<file path="src/design/ssa_pkg.sv">
// Types, constants and the character decoder of the scan animator.
package ssa_pkg;

    localparam int DIGITS         = 4;
    localparam int CHAR_W         = 8;
    localparam int SEG_W          = 7;
    localparam int COUNT_W        = 5;
    localparam int DELAY_W        = 16;
    localparam int SCAN_W         = 2;
    localparam int SCAN_TICKS     = 2;
    localparam int FRAMES_DEFAULT = 16;
    localparam int CFG_W          = 16;

    localparam logic [DELAY_W-1:0] DELAY_RESET = 16'd250;

    typedef enum logic [1:0] {
        CMD_TICK     = 2'd0,
        CMD_LOAD_PRI = 2'd1,
        CMD_LOAD_SEC = 2'd2,
        CMD_START    = 2'd3
    } cmd_t;

    typedef enum logic [1:0] {
        REG_FRAME_COUNT      = 2'd0,
        REG_FRAME_DELAY      = 2'd1,
        REG_NEXT_FRAME_COUNT = 2'd2,
        REG_NEXT_FRAME_DELAY = 2'd3
    } reg_index_t;

    typedef enum logic [1:0] {
        SHOW_KEEP,
        SHOW_FRAME,
        SHOW_TEXT
    } show_t;

    typedef logic [DIGITS-1:0][CHAR_W-1:0] row_t;

    typedef struct packed {
        logic              valid;
        show_t             kind;
        logic [1:0]        digit;
        logic [DIGITS-1:0] sel;
    } scan_req_t;

    typedef struct packed {
        logic [1:0]        bank_we;
        logic [1:0]        lane;
        logic [CHAR_W-1:0] data;
    } mem_wr_t;

    // "EN0R", first digit in the low byte
    localparam row_t DEFAULT_TEXT = {8'h52, 8'h30, 8'h4E, 8'h45};

    localparam logic [SEG_W-1:0] SEG_TABLE [36] = '{
        7'h3F, 7'h06, 7'h5B, 7'h4F, 7'h66, 7'h6D, 7'h7D, 7'h07, 7'h7F, 7'h6F,
        7'h77, 7'h7C, 7'h39, 7'h5E, 7'h79, 7'h71, 7'h3D, 7'h76, 7'h10, 7'h0E,
        7'h7A, 7'h38, 7'h55, 7'h54, 7'h5C, 7'h73, 7'h67, 7'h50, 7'h6D, 7'h78,
        7'h3E, 7'h62, 7'h6A, 7'h36, 7'h6E, 7'h49
    };

    localparam logic [CHAR_W-1:0] CH_0     = 8'h30;
    localparam logic [CHAR_W-1:0] CH_9     = 8'h39;
    localparam logic [CHAR_W-1:0] CH_UP_A  = 8'h41;
    localparam logic [CHAR_W-1:0] CH_UP_Z  = 8'h5A;
    localparam logic [CHAR_W-1:0] CH_LOW_A = 8'h61;
    localparam logic [CHAR_W-1:0] CH_LOW_Z = 8'h7A;
    localparam logic [CHAR_W-1:0] LETTER_BASE = 8'd10;

    function automatic logic [SEG_W-1:0] decode_char(input logic [CHAR_W-1:0] c);
        logic [5:0] idx;
        logic       hit;
        idx = '0;
        hit = 1'b1;
        if (c >= CH_0 && c <= CH_9)
            idx = 6'(c - CH_0);
        else if (c >= CH_UP_A && c <= CH_UP_Z)
            idx = 6'(c - CH_UP_A + LETTER_BASE);
        else if (c >= CH_LOW_A && c <= CH_LOW_Z)
            idx = 6'(c - CH_LOW_A + LETTER_BASE);
        else
            hit = 1'b0;
        return hit ? SEG_TABLE[idx] : '0;
    endfunction

endpackage

</file>
<file path="src/design/ssa_frame_bank.sv">
// One physical frame bank: a row of four characters per frame, byte writes.
module ssa_frame_bank #(
    parameter int FRAMES = ssa_pkg::FRAMES_DEFAULT,
    localparam int FW = $clog2(FRAMES)
) (
    input  logic                    clk,
    input  logic                    we,
    input  logic                    re,
    input  logic [FW-1:0]           addr,
    input  logic [1:0]              lane,
    input  logic [ssa_pkg::CHAR_W-1:0] wdata,
    output ssa_pkg::row_t           rdata
);

    ssa_pkg::row_t frame_mem [FRAMES];
    ssa_pkg::row_t rdata_reg;

    always_ff @(posedge clk)
    begin
        if (we)
            frame_mem[addr][lane] <= wdata;
        if (re)
            rdata_reg <= frame_mem[addr];
    end

    assign rdata = rdata_reg;

endmodule

</file>
<file path="src/design/ssa_ctrl.sv">
// Command decode, config registers, scan and animation state, bank mapping.
module ssa_ctrl #(
    parameter int FRAMES = ssa_pkg::FRAMES_DEFAULT,
    localparam int FW = $clog2(FRAMES)
) (
    input  logic                        clk,
    input  logic                        rst_n,
    input  logic                        accept,
    input  logic [1:0]                  cmd,
    input  logic [3:0]                  frame_index,
    input  logic [1:0]                  digit_index,
    input  logic [ssa_pkg::CHAR_W-1:0]  char_code,
    input  logic                        cfg_we,
    input  logic [1:0]                  cfg_index,
    input  logic [ssa_pkg::CFG_W-1:0]   cfg_data,
    output logic [FW-1:0]               mem_addr,
    output logic                        mem_re,
    output ssa_pkg::mem_wr_t            mem_wr,
    output ssa_pkg::scan_req_t          req
);

    localparam int CW = ssa_pkg::COUNT_W;
    localparam int DW = ssa_pkg::DELAY_W;
    localparam int ND = ssa_pkg::DIGITS;

    logic [CW-1:0] frame_count_reg, frame_count_next;
    logic [DW-1:0] frame_delay_reg, frame_delay_next;
    logic [CW-1:0] next_frame_count_reg, next_frame_count_next;
    logic [DW-1:0] next_frame_delay_reg, next_frame_delay_next;
    logic [ssa_pkg::SCAN_W-1:0] scan_cd_reg, scan_cd_next;
    logic [1:0]    scan_digit_reg, scan_digit_next;
    logic [DW-1:0] delay_left_reg, delay_left_next;
    logic [CW-1:0] frame_pos_reg, frame_pos_next;
    logic [CW-1:0] live_count_reg, live_count_next;
    logic [DW-1:0] live_delay_reg, live_delay_next;
    logic [CW-1:0] pending_count_reg, pending_count_next;
    logic [DW-1:0] pending_delay_reg, pending_delay_next;
    logic [FRAMES-1:0][ND-1:0] own_reg, own_next;
    logic [FRAMES-1:0][ND-1:0] shared_reg, shared_next;

    always_comb
    begin
        logic [DW-1:0] dl_tick;
        logic          take;
        logic [CW-1:0] show_pos;
        logic          in_range;
        logic          is_load;
        logic [ND-1:0] row_own;
        logic [ND-1:0] row_shared;
        logic          bank;

        frame_count_next      = frame_count_reg;
        frame_delay_next      = frame_delay_reg;
        next_frame_count_next = next_frame_count_reg;
        next_frame_delay_next = next_frame_delay_reg;
        scan_cd_next          = scan_cd_reg;
        scan_digit_next       = scan_digit_reg;
        delay_left_next       = delay_left_reg;
        frame_pos_next        = frame_pos_reg;
        live_count_next       = live_count_reg;
        live_delay_next       = live_delay_reg;
        pending_count_next    = pending_count_reg;
        pending_delay_next    = pending_delay_reg;
        own_next              = own_reg;
        shared_next           = shared_reg;
        mem_wr                = '0;
        req                   = '0;
        take                  = 1'b0;
        bank                  = 1'b0;

        dl_tick  = (delay_left_reg != '0) ? delay_left_reg - 1'b1 : delay_left_reg;
        show_pos = (live_count_reg == CW'(1) || frame_pos_reg == '0) ? '0 : frame_pos_reg;
        in_range = (32'(frame_index) < FRAMES);
        is_load  = (cmd == ssa_pkg::CMD_LOAD_PRI) || (cmd == ssa_pkg::CMD_LOAD_SEC);
        mem_addr = is_load ? FW'(frame_index) : FW'(show_pos);
        row_own    = own_reg[mem_addr];
        row_shared = shared_reg[mem_addr];

        if (cfg_we)
        begin
            unique case (cfg_index)
                ssa_pkg::REG_FRAME_COUNT:      frame_count_next      = CW'(cfg_data);
                ssa_pkg::REG_FRAME_DELAY:      frame_delay_next      = cfg_data;
                ssa_pkg::REG_NEXT_FRAME_COUNT: next_frame_count_next = CW'(cfg_data);
                ssa_pkg::REG_NEXT_FRAME_DELAY: next_frame_delay_next = cfg_data;
                default: ;
            endcase
        end

        if (accept)
        begin
            unique case (cmd)
                ssa_pkg::CMD_LOAD_PRI:
                begin
                    if (in_range)
                    begin
                        // a shared entry splits off into the other bank
                        bank = row_shared[digit_index] ? ~row_own[digit_index]
                                                       : row_own[digit_index];
                        own_next[mem_addr][digit_index]    = bank;
                        shared_next[mem_addr][digit_index] = 1'b0;
                        mem_wr.bank_we = bank ? 2'b10 : 2'b01;
                    end
                end
                ssa_pkg::CMD_LOAD_SEC:
                begin
                    if (in_range)
                    begin
                        bank = ~row_own[digit_index];
                        shared_next[mem_addr][digit_index] = 1'b0;
                        mem_wr.bank_we = bank ? 2'b10 : 2'b01;
                    end
                end
                ssa_pkg::CMD_START:
                begin
                    live_count_next    = (32'(frame_count_reg) > FRAMES) ? CW'(FRAMES)
                                                                        : frame_count_reg;
                    live_delay_next    = frame_delay_reg;
                    delay_left_next    = frame_delay_reg;
                    frame_pos_next     = '0;
                    pending_count_next = (32'(next_frame_count_reg) > FRAMES) ? CW'(FRAMES)
                                                                             : next_frame_count_reg;
                    pending_delay_next = next_frame_delay_reg;
                end
                ssa_pkg::CMD_TICK:
                begin
                    delay_left_next = dl_tick;
                    if (scan_cd_reg != '0)
                    begin
                        scan_cd_next = scan_cd_reg - 1'b1;
                        if (scan_cd_reg == ssa_pkg::SCAN_W'(1))
                        begin
                            scan_cd_next    = ssa_pkg::SCAN_W'(ssa_pkg::SCAN_TICKS);
                            scan_digit_next = scan_digit_reg + 2'd1;
                            req.valid       = 1'b1;
                            req.digit       = scan_digit_reg;
                            req.kind        = ssa_pkg::SHOW_KEEP;
                            if (live_count_reg == '0)
                                req.kind = ssa_pkg::SHOW_TEXT;
                            else if (live_count_reg == CW'(1))
                            begin
                                if (dl_tick == '0)
                                begin
                                    if (pending_count_reg != '0)
                                    begin
                                        take            = 1'b1;
                                        delay_left_next = pending_delay_reg;
                                    end
                                    frame_pos_next = '0;
                                end
                                req.kind = ssa_pkg::SHOW_FRAME;
                            end
                            else if (frame_pos_reg == '0)
                            begin
                                req.kind        = ssa_pkg::SHOW_FRAME;
                                delay_left_next = live_delay_reg;
                                frame_pos_next  = CW'(1);
                            end
                            else if (dl_tick == '0)
                            begin
                                if (frame_pos_reg >= live_count_reg
                                    || 32'(frame_pos_reg) >= FRAMES)
                                begin
                                    take           = (pending_count_reg != '0);
                                    frame_pos_next = '0;
                                end
                                else
                                begin
                                    req.kind        = ssa_pkg::SHOW_FRAME;
                                    delay_left_next = live_delay_reg;
                                    frame_pos_next  = frame_pos_reg + 1'b1;
                                end
                            end
                        end
                    end
                end
                default: ;
            endcase
        end

        // switch to the secondary animation: remap rows instead of copying
        if (take)
        begin
            live_count_next    = pending_count_reg;
            live_delay_next    = pending_delay_reg;
            pending_count_next = '0;
            for (int f = 0; f < FRAMES; f++)
            begin
                if (32'(f) < 32'(pending_count_reg))
                begin
                    own_next[f]    = own_reg[f] ^ ~shared_reg[f];
                    shared_next[f] = '1;
                end
            end
        end

        req.sel     = take ? (row_own ^ ~row_shared) : row_own;
        mem_re      = req.valid && (req.kind == ssa_pkg::SHOW_FRAME);
        mem_wr.lane = digit_index;
        mem_wr.data = char_code;
    end

    always_ff @(posedge clk or negedge rst_n)
    begin
        if (!rst_n)
        begin
            frame_count_reg      <= '0;
            frame_delay_reg      <= ssa_pkg::DELAY_RESET;
            next_frame_count_reg <= '0;
            next_frame_delay_reg <= ssa_pkg::DELAY_RESET;
            scan_cd_reg          <= ssa_pkg::SCAN_W'(ssa_pkg::SCAN_TICKS);
            scan_digit_reg       <= '0;
            delay_left_reg       <= '0;
            frame_pos_reg        <= '0;
            live_count_reg       <= '0;
            live_delay_reg       <= '0;
            pending_count_reg    <= '0;
            pending_delay_reg    <= '0;
            own_reg              <= '0;
            shared_reg           <= '0;
        end
        else
        begin
            frame_count_reg      <= frame_count_next;
            frame_delay_reg      <= frame_delay_next;
            next_frame_count_reg <= next_frame_count_next;
            next_frame_delay_reg <= next_frame_delay_next;
            scan_cd_reg          <= scan_cd_next;
            scan_digit_reg       <= scan_digit_next;
            delay_left_reg       <= delay_left_next;
            frame_pos_reg        <= frame_pos_next;
            live_count_reg       <= live_count_next;
            live_delay_reg       <= live_delay_next;
            pending_count_reg    <= pending_count_next;
            pending_delay_reg    <= pending_delay_next;
            own_reg              <= own_next;
            shared_reg           <= shared_next;
        end
    end

endmodule

</file>
<file path="src/design/ssa_out.sv">
// Shown characters, segment decode and the result register with stall.
module ssa_out (
    input  logic                            clk,
    input  logic                            rst_n,
    input  ssa_pkg::scan_req_t              req,
    input  ssa_pkg::row_t                   rd0,
    input  ssa_pkg::row_t                   rd1,
    input  logic                            out_stall,
    output logic                            out_valid,
    output logic [ssa_pkg::DIGITS-1:0]      digit_select_n,
    output logic [ssa_pkg::SEG_W-1:0]       segments_n,
    output logic                            hold
);

    logic                       s1_valid_reg, s1_valid_next;
    ssa_pkg::show_t             s1_kind_reg;
    logic [1:0]                 s1_digit_reg;
    logic [ssa_pkg::DIGITS-1:0] s1_sel_reg;
    ssa_pkg::row_t              shown_reg, shown_next;
    logic                       out_valid_reg, out_valid_next;
    logic [ssa_pkg::DIGITS-1:0] digit_select_n_reg, digit_select_n_next;
    logic [ssa_pkg::SEG_W-1:0]  segments_n_reg, segments_n_next;
    ssa_pkg::row_t              row_chars;
    ssa_pkg::row_t              new_shown;
    logic                       s1_move;

    always_comb
    begin
        for (int d = 0; d < ssa_pkg::DIGITS; d++)
            row_chars[d] = s1_sel_reg[d] ? rd1[d] : rd0[d];

        case (s1_kind_reg)
            ssa_pkg::SHOW_FRAME: new_shown = row_chars;
            ssa_pkg::SHOW_TEXT:  new_shown = ssa_pkg::DEFAULT_TEXT;
            default:             new_shown = shown_reg;
        endcase

        s1_move = s1_valid_reg && (!out_valid_reg || !out_stall);
        hold    = s1_valid_reg && out_valid_reg && out_stall;

        s1_valid_next       = req.valid ? 1'b1 : (s1_move ? 1'b0 : s1_valid_reg);
        shown_next          = shown_reg;
        out_valid_next      = out_valid_reg && out_stall;
        digit_select_n_next = digit_select_n_reg;
        segments_n_next     = segments_n_reg;
        if (s1_move)
        begin
            shown_next          = new_shown;
            out_valid_next      = 1'b1;
            digit_select_n_next = ~(ssa_pkg::DIGITS'(1) << s1_digit_reg);
            segments_n_next     = ~ssa_pkg::decode_char(new_shown[s1_digit_reg]);
        end
    end

    always_ff @(posedge clk or negedge rst_n)
    begin
        if (!rst_n)
        begin
            s1_valid_reg  <= 1'b0;
            out_valid_reg <= 1'b0;
            shown_reg     <= '0;
        end
        else
        begin
            s1_valid_reg  <= s1_valid_next;
            out_valid_reg <= out_valid_next;
            shown_reg     <= shown_next;
        end
    end

    always_ff @(posedge clk)
    begin
        if (req.valid)
        begin
            s1_kind_reg  <= req.kind;
            s1_digit_reg <= req.digit;
            s1_sel_reg   <= req.sel;
        end
        digit_select_n_reg <= digit_select_n_next;
        segments_n_reg     <= segments_n_next;
    end

    assign out_valid      = out_valid_reg;
    assign digit_select_n = digit_select_n_reg;
    assign segments_n     = segments_n_reg;

endmodule

</file>
<file path="src/design/seven_segment_scan_animator_unit.sv">
// Top level of the four-digit seven-segment scan animator.
// Takes one item per clock: loads, start and ticks each update state at the accept edge.
// A tick that ends a scan interval yields one result: the accept edge reads the frame
// banks into the stage registers, and the result register then takes it; the next
// item is still taken while a result waits, until both the result register and the
// stage in front of it are full. Frames live in two banks of FRAMES rows of four
// characters; switching to the secondary animation remaps rows rather than copying,
// so there is no sweep and no clearing pass after reset. Frame slots that were never
// loaded read back as undefined characters.
module seven_segment_scan_animator_unit #(
    parameter int FRAMES = ssa_pkg::FRAMES_DEFAULT
) (
    input  logic                            clk,
    input  logic                            rst_n,
    input  logic                            in_valid,
    output logic                            in_stall,
    input  logic [1:0]                      cmd,
    input  logic [3:0]                      frame_index,
    input  logic [1:0]                      digit_index,
    input  logic [ssa_pkg::CHAR_W-1:0]      char_code,
    output logic                            out_valid,
    input  logic                            out_stall,
    output logic [ssa_pkg::DIGITS-1:0]      digit_select_n,
    output logic [ssa_pkg::SEG_W-1:0]       segments_n,
    input  logic                            cfg_we,
    input  logic [1:0]                      cfg_index,
    input  logic [ssa_pkg::CFG_W-1:0]       cfg_data
);

    localparam int FW = $clog2(FRAMES);

    logic               accept;
    logic               hold;
    logic [FW-1:0]      mem_addr;
    logic               mem_re;
    ssa_pkg::mem_wr_t   mem_wr;
    ssa_pkg::scan_req_t req;
    ssa_pkg::row_t      rd0;
    ssa_pkg::row_t      rd1;

    assign accept   = in_valid && !hold;
    assign in_stall = hold;

    ssa_ctrl #(.FRAMES(FRAMES)) u_ctrl (
        .clk         (clk),
        .rst_n       (rst_n),
        .accept      (accept),
        .cmd         (cmd),
        .frame_index (frame_index),
        .digit_index (digit_index),
        .char_code   (char_code),
        .cfg_we      (cfg_we),
        .cfg_index   (cfg_index),
        .cfg_data    (cfg_data),
        .mem_addr    (mem_addr),
        .mem_re      (mem_re),
        .mem_wr      (mem_wr),
        .req         (req)
    );

    ssa_frame_bank #(.FRAMES(FRAMES)) u_bank0 (
        .clk   (clk),
        .we    (mem_wr.bank_we[0]),
        .re    (mem_re),
        .addr  (mem_addr),
        .lane  (mem_wr.lane),
        .wdata (mem_wr.data),
        .rdata (rd0)
    );

    ssa_frame_bank #(.FRAMES(FRAMES)) u_bank1 (
        .clk   (clk),
        .we    (mem_wr.bank_we[1]),
        .re    (mem_re),
        .addr  (mem_addr),
        .lane  (mem_wr.lane),
        .wdata (mem_wr.data),
        .rdata (rd1)
    );

    ssa_out u_out (
        .clk            (clk),
        .rst_n          (rst_n),
        .req            (req),
        .rd0            (rd0),
        .rd1            (rd1),
        .out_stall      (out_stall),
        .out_valid      (out_valid),
        .digit_select_n (digit_select_n),
        .segments_n     (segments_n),
        .hold           (hold)
    );

endmodule

</file>
<file path="config.mk">
export PLATFORM = sky130hd
export DESIGN_NAME = seven_segment_scan_animator_unit
export DESIGN_NICKNAME = d
export VERILOG_FILES = /design/src/design/ssa_pkg.sv /design/src/design/ssa_frame_bank.sv /design/src/design/ssa_ctrl.sv /design/src/design/ssa_out.sv /design/src/design/seven_segment_scan_animator_unit.sv
export SDC_FILE = /design/constraint.sdc
export NUM_CORES = 2
export LEC_CHECK = 0
export ABC_AREA = 1
export BUFFER_PORTS_ARGS = -buffer_cell sky130_fd_sc_hd__buf_2
export CORE_ASPECT_RATIO = 0.7
export CORE_MARGIN = 1.5
export CORE_UTILIZATION = 59
export CTS_BUF_LIST = sky130_fd_sc_hd__clkbuf_2 sky130_fd_sc_hd__clkbuf_4 sky130_fd_sc_hd__clkbuf_8
export CTS_CLUSTER_SIZE = 12
export DETAILED_ROUTE_END_ITERATION = 6
export PLACE_DENSITY_LB_ADDON = 0.15
export SETUP_SLACK_MARGIN = 0.5
export SYNTH_ARGS = -nofsm -noshare
export SYNTH_HDL_FRONTEND = slang
export SYNTH_SLANG_ARGS = --single-unit
export TNS_END_PERCENT = 10
</file>
<file path="constraint.sdc">
create_clock -name clk -period 5.45 [get_ports clk]
set_input_delay 1.635 -clock clk [delete_from_list [all_inputs] [get_ports clk]]
set_output_delay 1.635 -clock clk [all_outputs]
set_load 0.1 [all_outputs]
</file>
==> out/results.tsv <==
stage	metric	value	unit
power_and_ir_drop	leak pwr	0.0247	uW
run_status	status	finished, violations left	
grt	largest net degree at the start of global routing	144	
power_and_ir_drop	P per Cell Area	366	nW/um^2
worst_setup_path	worst path required time	6.27	ns
cts	postcts setup bufs	0	
route	final antenna-violating net count	0	
grt	initial antenna violation count	5	
cts	CTS HTree Levels	4	
logic_synthesis	fraction of registers with async set/reset	19.7	%
place	# port buffers	51	
grt	vias in the first global route	39199	
cts	clock root buffer	clkbuf_8	
floorplan	Die Span X	380	microns
final_layout	Post-layout nets	5376	
floorplan	core region area	98300	sq um
cts	cts repair resizes	0	
floorplan	row count	96	
timing	Tightest Pin Transition	1.21	ns
route	total iterations of the first detailed-routing run	7	
cts	TritonCTS clock tree	yes	
timing	Final Skew	0.0488	ns
cts	number of CTS-inserted buffers	197	
route	average wire per standard cell	24.3	microns
route	1st-iter DRT viols	5460	
flow_run	max-cap violations	0	
route	drt drc	11	
floorplan	Ports	52	
worst_hold_path	hold path endpoint	u_ctrl.scan_digit_reg[1]	
worst_hold_path	hold path depth	1	
worst_hold_path	HP Start	u_ctrl.scan_digit_reg[0]	
worst_hold_path	worst hold path class	reg2reg	
final_layout	commonest cells after routing, fill and taps aside	1107 x edfxtp_1, 1032 x nand2_1, 513 x a22oi_1	
logic_synthesis	Cells after Synth	5095	
logic_synthesis	prevailing post-synth register cell	edfxtp_1	
timing	FMAX	0.215	GHz
timing	Tmin final	4.66	ns
floorplan	chip height	267	microns
floorplan	Die Area	101000	sq um
worst_setup_path	reg-to-reg startpoint	u_ctrl.delay_left_reg[0]	
route	Post-Route WL	165000	microns
route	via count	41800	
place	DPL Wire Length	106000	microns
final_layout	area delta synth->final	11.5	%
logic_synthesis	Yosys cell types	56	
place	GPL Wtd Cong	0.969	
grt	total gr overflow	0	
cts	Clock Latency Late Sink	0.94	ns
logic_synthesis	Syn Std Cell Area	58700	sq um
final_layout	largest registers	u_bank0.frame_mem: 512 flops, u_bank1.frame_mem: 512 flops	
grt	Total GRT Usage	32.8	%
worst_setup_path	Startpoint Class	register	
logic_synthesis	register area share after synthesis	68.2	%
floorplan	Starting Density	59.7	%
run_status	failing checks	DRC	
final_layout	share of cells above drive strength 1	12.7	%
worst_setup_path	CP Capture Type	register	
timing	setup repair after global routing missed its margin	false	
worst_setup_path	worst r2r path cells	16	
timing	final setup TNS	0	ns
worst_setup_path	WP data arrival	5.48	ns
final_layout	commonest non-fill, non-tap cell in the layout	edfxtp_1	
cts	# hold bufs at CTS	0	
timing	slew margin rel.	19.4	%
logic_synthesis	Post-synth EDFFs	1107	
timing	final worst setup slack	0.795	ns
power_and_ir_drop	Peak VDD IR	276	uV
logic_synthesis	Avg Cell Area, Syn	11.5	sq um
worst_setup_path	worst-path fanout max	27	
timing	max-slew violations	0	
timing	fin crit share	85.4	%
logic_synthesis	synth warn	0	
worst_setup_path	FF-to-FF setup slack	0.79	ns
timing	Fin. Hold Viols	0	
worst_setup_path	FF-to-FF End	u_ctrl.own_reg[35]	
logic_synthesis	Seq cells post-synth	1378	
cts	Reg clk slew, reported paths	0.07	ns
timing	final setup fails	0	
place	DP Worst Slack	0.0563	ns
worst_setup_path	critical path type	reg2reg	
grt	global-route wire length before repair	249000	microns
cts	CTS Buffer Depth	3	
cts	clk sinks	1378	
logic_synthesis	Mapped Nets	5164	
route	vias per inst	6.15	
[layout make-up]
type,count,area [sq um]
sequential,1378,40000
fill,7440,32800
multi-input combinational,3084,16100
clock buffer,257,3220
timing repair buffer,274,2220
tap,1323,1660
inverter,372,1410
clock inverter,111,792
antenna,2,5.00
[synthesized netlist by cell type, drive strengths merged (19+ instances only)]
cell type / number / area share (%)
buf: 90 / 0.94
ha: 30 / 0.64
a22oi: 513 / 6.6
inv: 368 / 2.4
nand3: 141 / 1.3
clkbuf: 171 / 1.1
or4: 64 / 0.82
o21ai: 276 / 2.4
xor2: 46 / 0.70
edfxtp: 1107 / 57
a31oi: 22 / 0.23
dfrtp: 258 / 11
a21oi: 392 / 3.4
a21boi: 29 / 0.37
xnor2: 19 / 0.28
nor2: 394 / 2.7
nand2: 1054 / 6.8
[worst max-delay path by stage]
stage	startpoint	end	slack [ns]	cells after the start
after detailed placement	cmd[0]	u_bank0.frame_mem[2][27]	0.06	24
after CTS	u_out.s1_kind_reg[1]	u_out.segments_n[3]	0.83	22
final	u_ctrl.delay_left_reg[0]	u_ctrl.own_reg[35]	0.79	16
after floorplan	out_stall	u_bank0.rdata[0]	0.63	6
after global routing	u_out.s1_kind_reg[0]	u_out.segments_n[3]	0.57	22
after global placement	cmd[0]	u_bank1.frame_mem[5][11]	0.11	16
[report_power, final]
part	switching [uW]	internal, uW	total [uW]
Clock	4050	4330	8380
Combinational	2490	1040	3530
Sequential	235	11800	12000
[worst max-delay path, stage by stage (launching register included)]
cell,delay [ns]
dfrtp_1,0.40
inv_1,0.13
ha_1,0.31
nand2_2,0.15
nor2_4,0.15
nand2_2,0.29
xor2_1,0.52
nand3_1,0.16
nor2_2,0.19
nand3_4,0.16
clkinv_2,0.12
nand2_4,0.14
nor2_8,0.13
nand2_4,0.25
nor2_1,0.74
inv_1,0.42
o21ai_0,0.27
[routing by layer]
layer  wire length (microns)  part of all wire [%]  GRT usage, %  vias to the layer above
met4                    4380                   2.7          10.5                        2
met2                   69200                    42          45.3                     2409
met5                      20                 0.012             0                        -
met1                   72400                    44          51.1                    20473
li1                        -                     -             -                    18635
met3                   19100                    12          7.91                      281
[cell families after synthesis]
group	share of synthesized area (%)
compound gates	13.4
flops	68.2
buf+inv	4.43
fa+ha+maj	0.640
xor+xnor	0.983
simple gates	12.3
[stage by stage]
stage          power, uW  utilization [%]  instance area [sq um]  hold slack, ns  std cells
2_1_floorplan      14500                -                  58700           0.440       5095
3_3_place_gp       15600             62.5                  61400           0.451       6431
3_5_place_dp       15700             62.5                  61400           0.458       6431
4_1_cts            23900             66.6                  65400           0.471       6799
5_1_grt            24900             66.6                  65400           0.489       6801
6_report           23900             66.6                  65400           0.470       6801
Power figures use the tool's default switching activity.
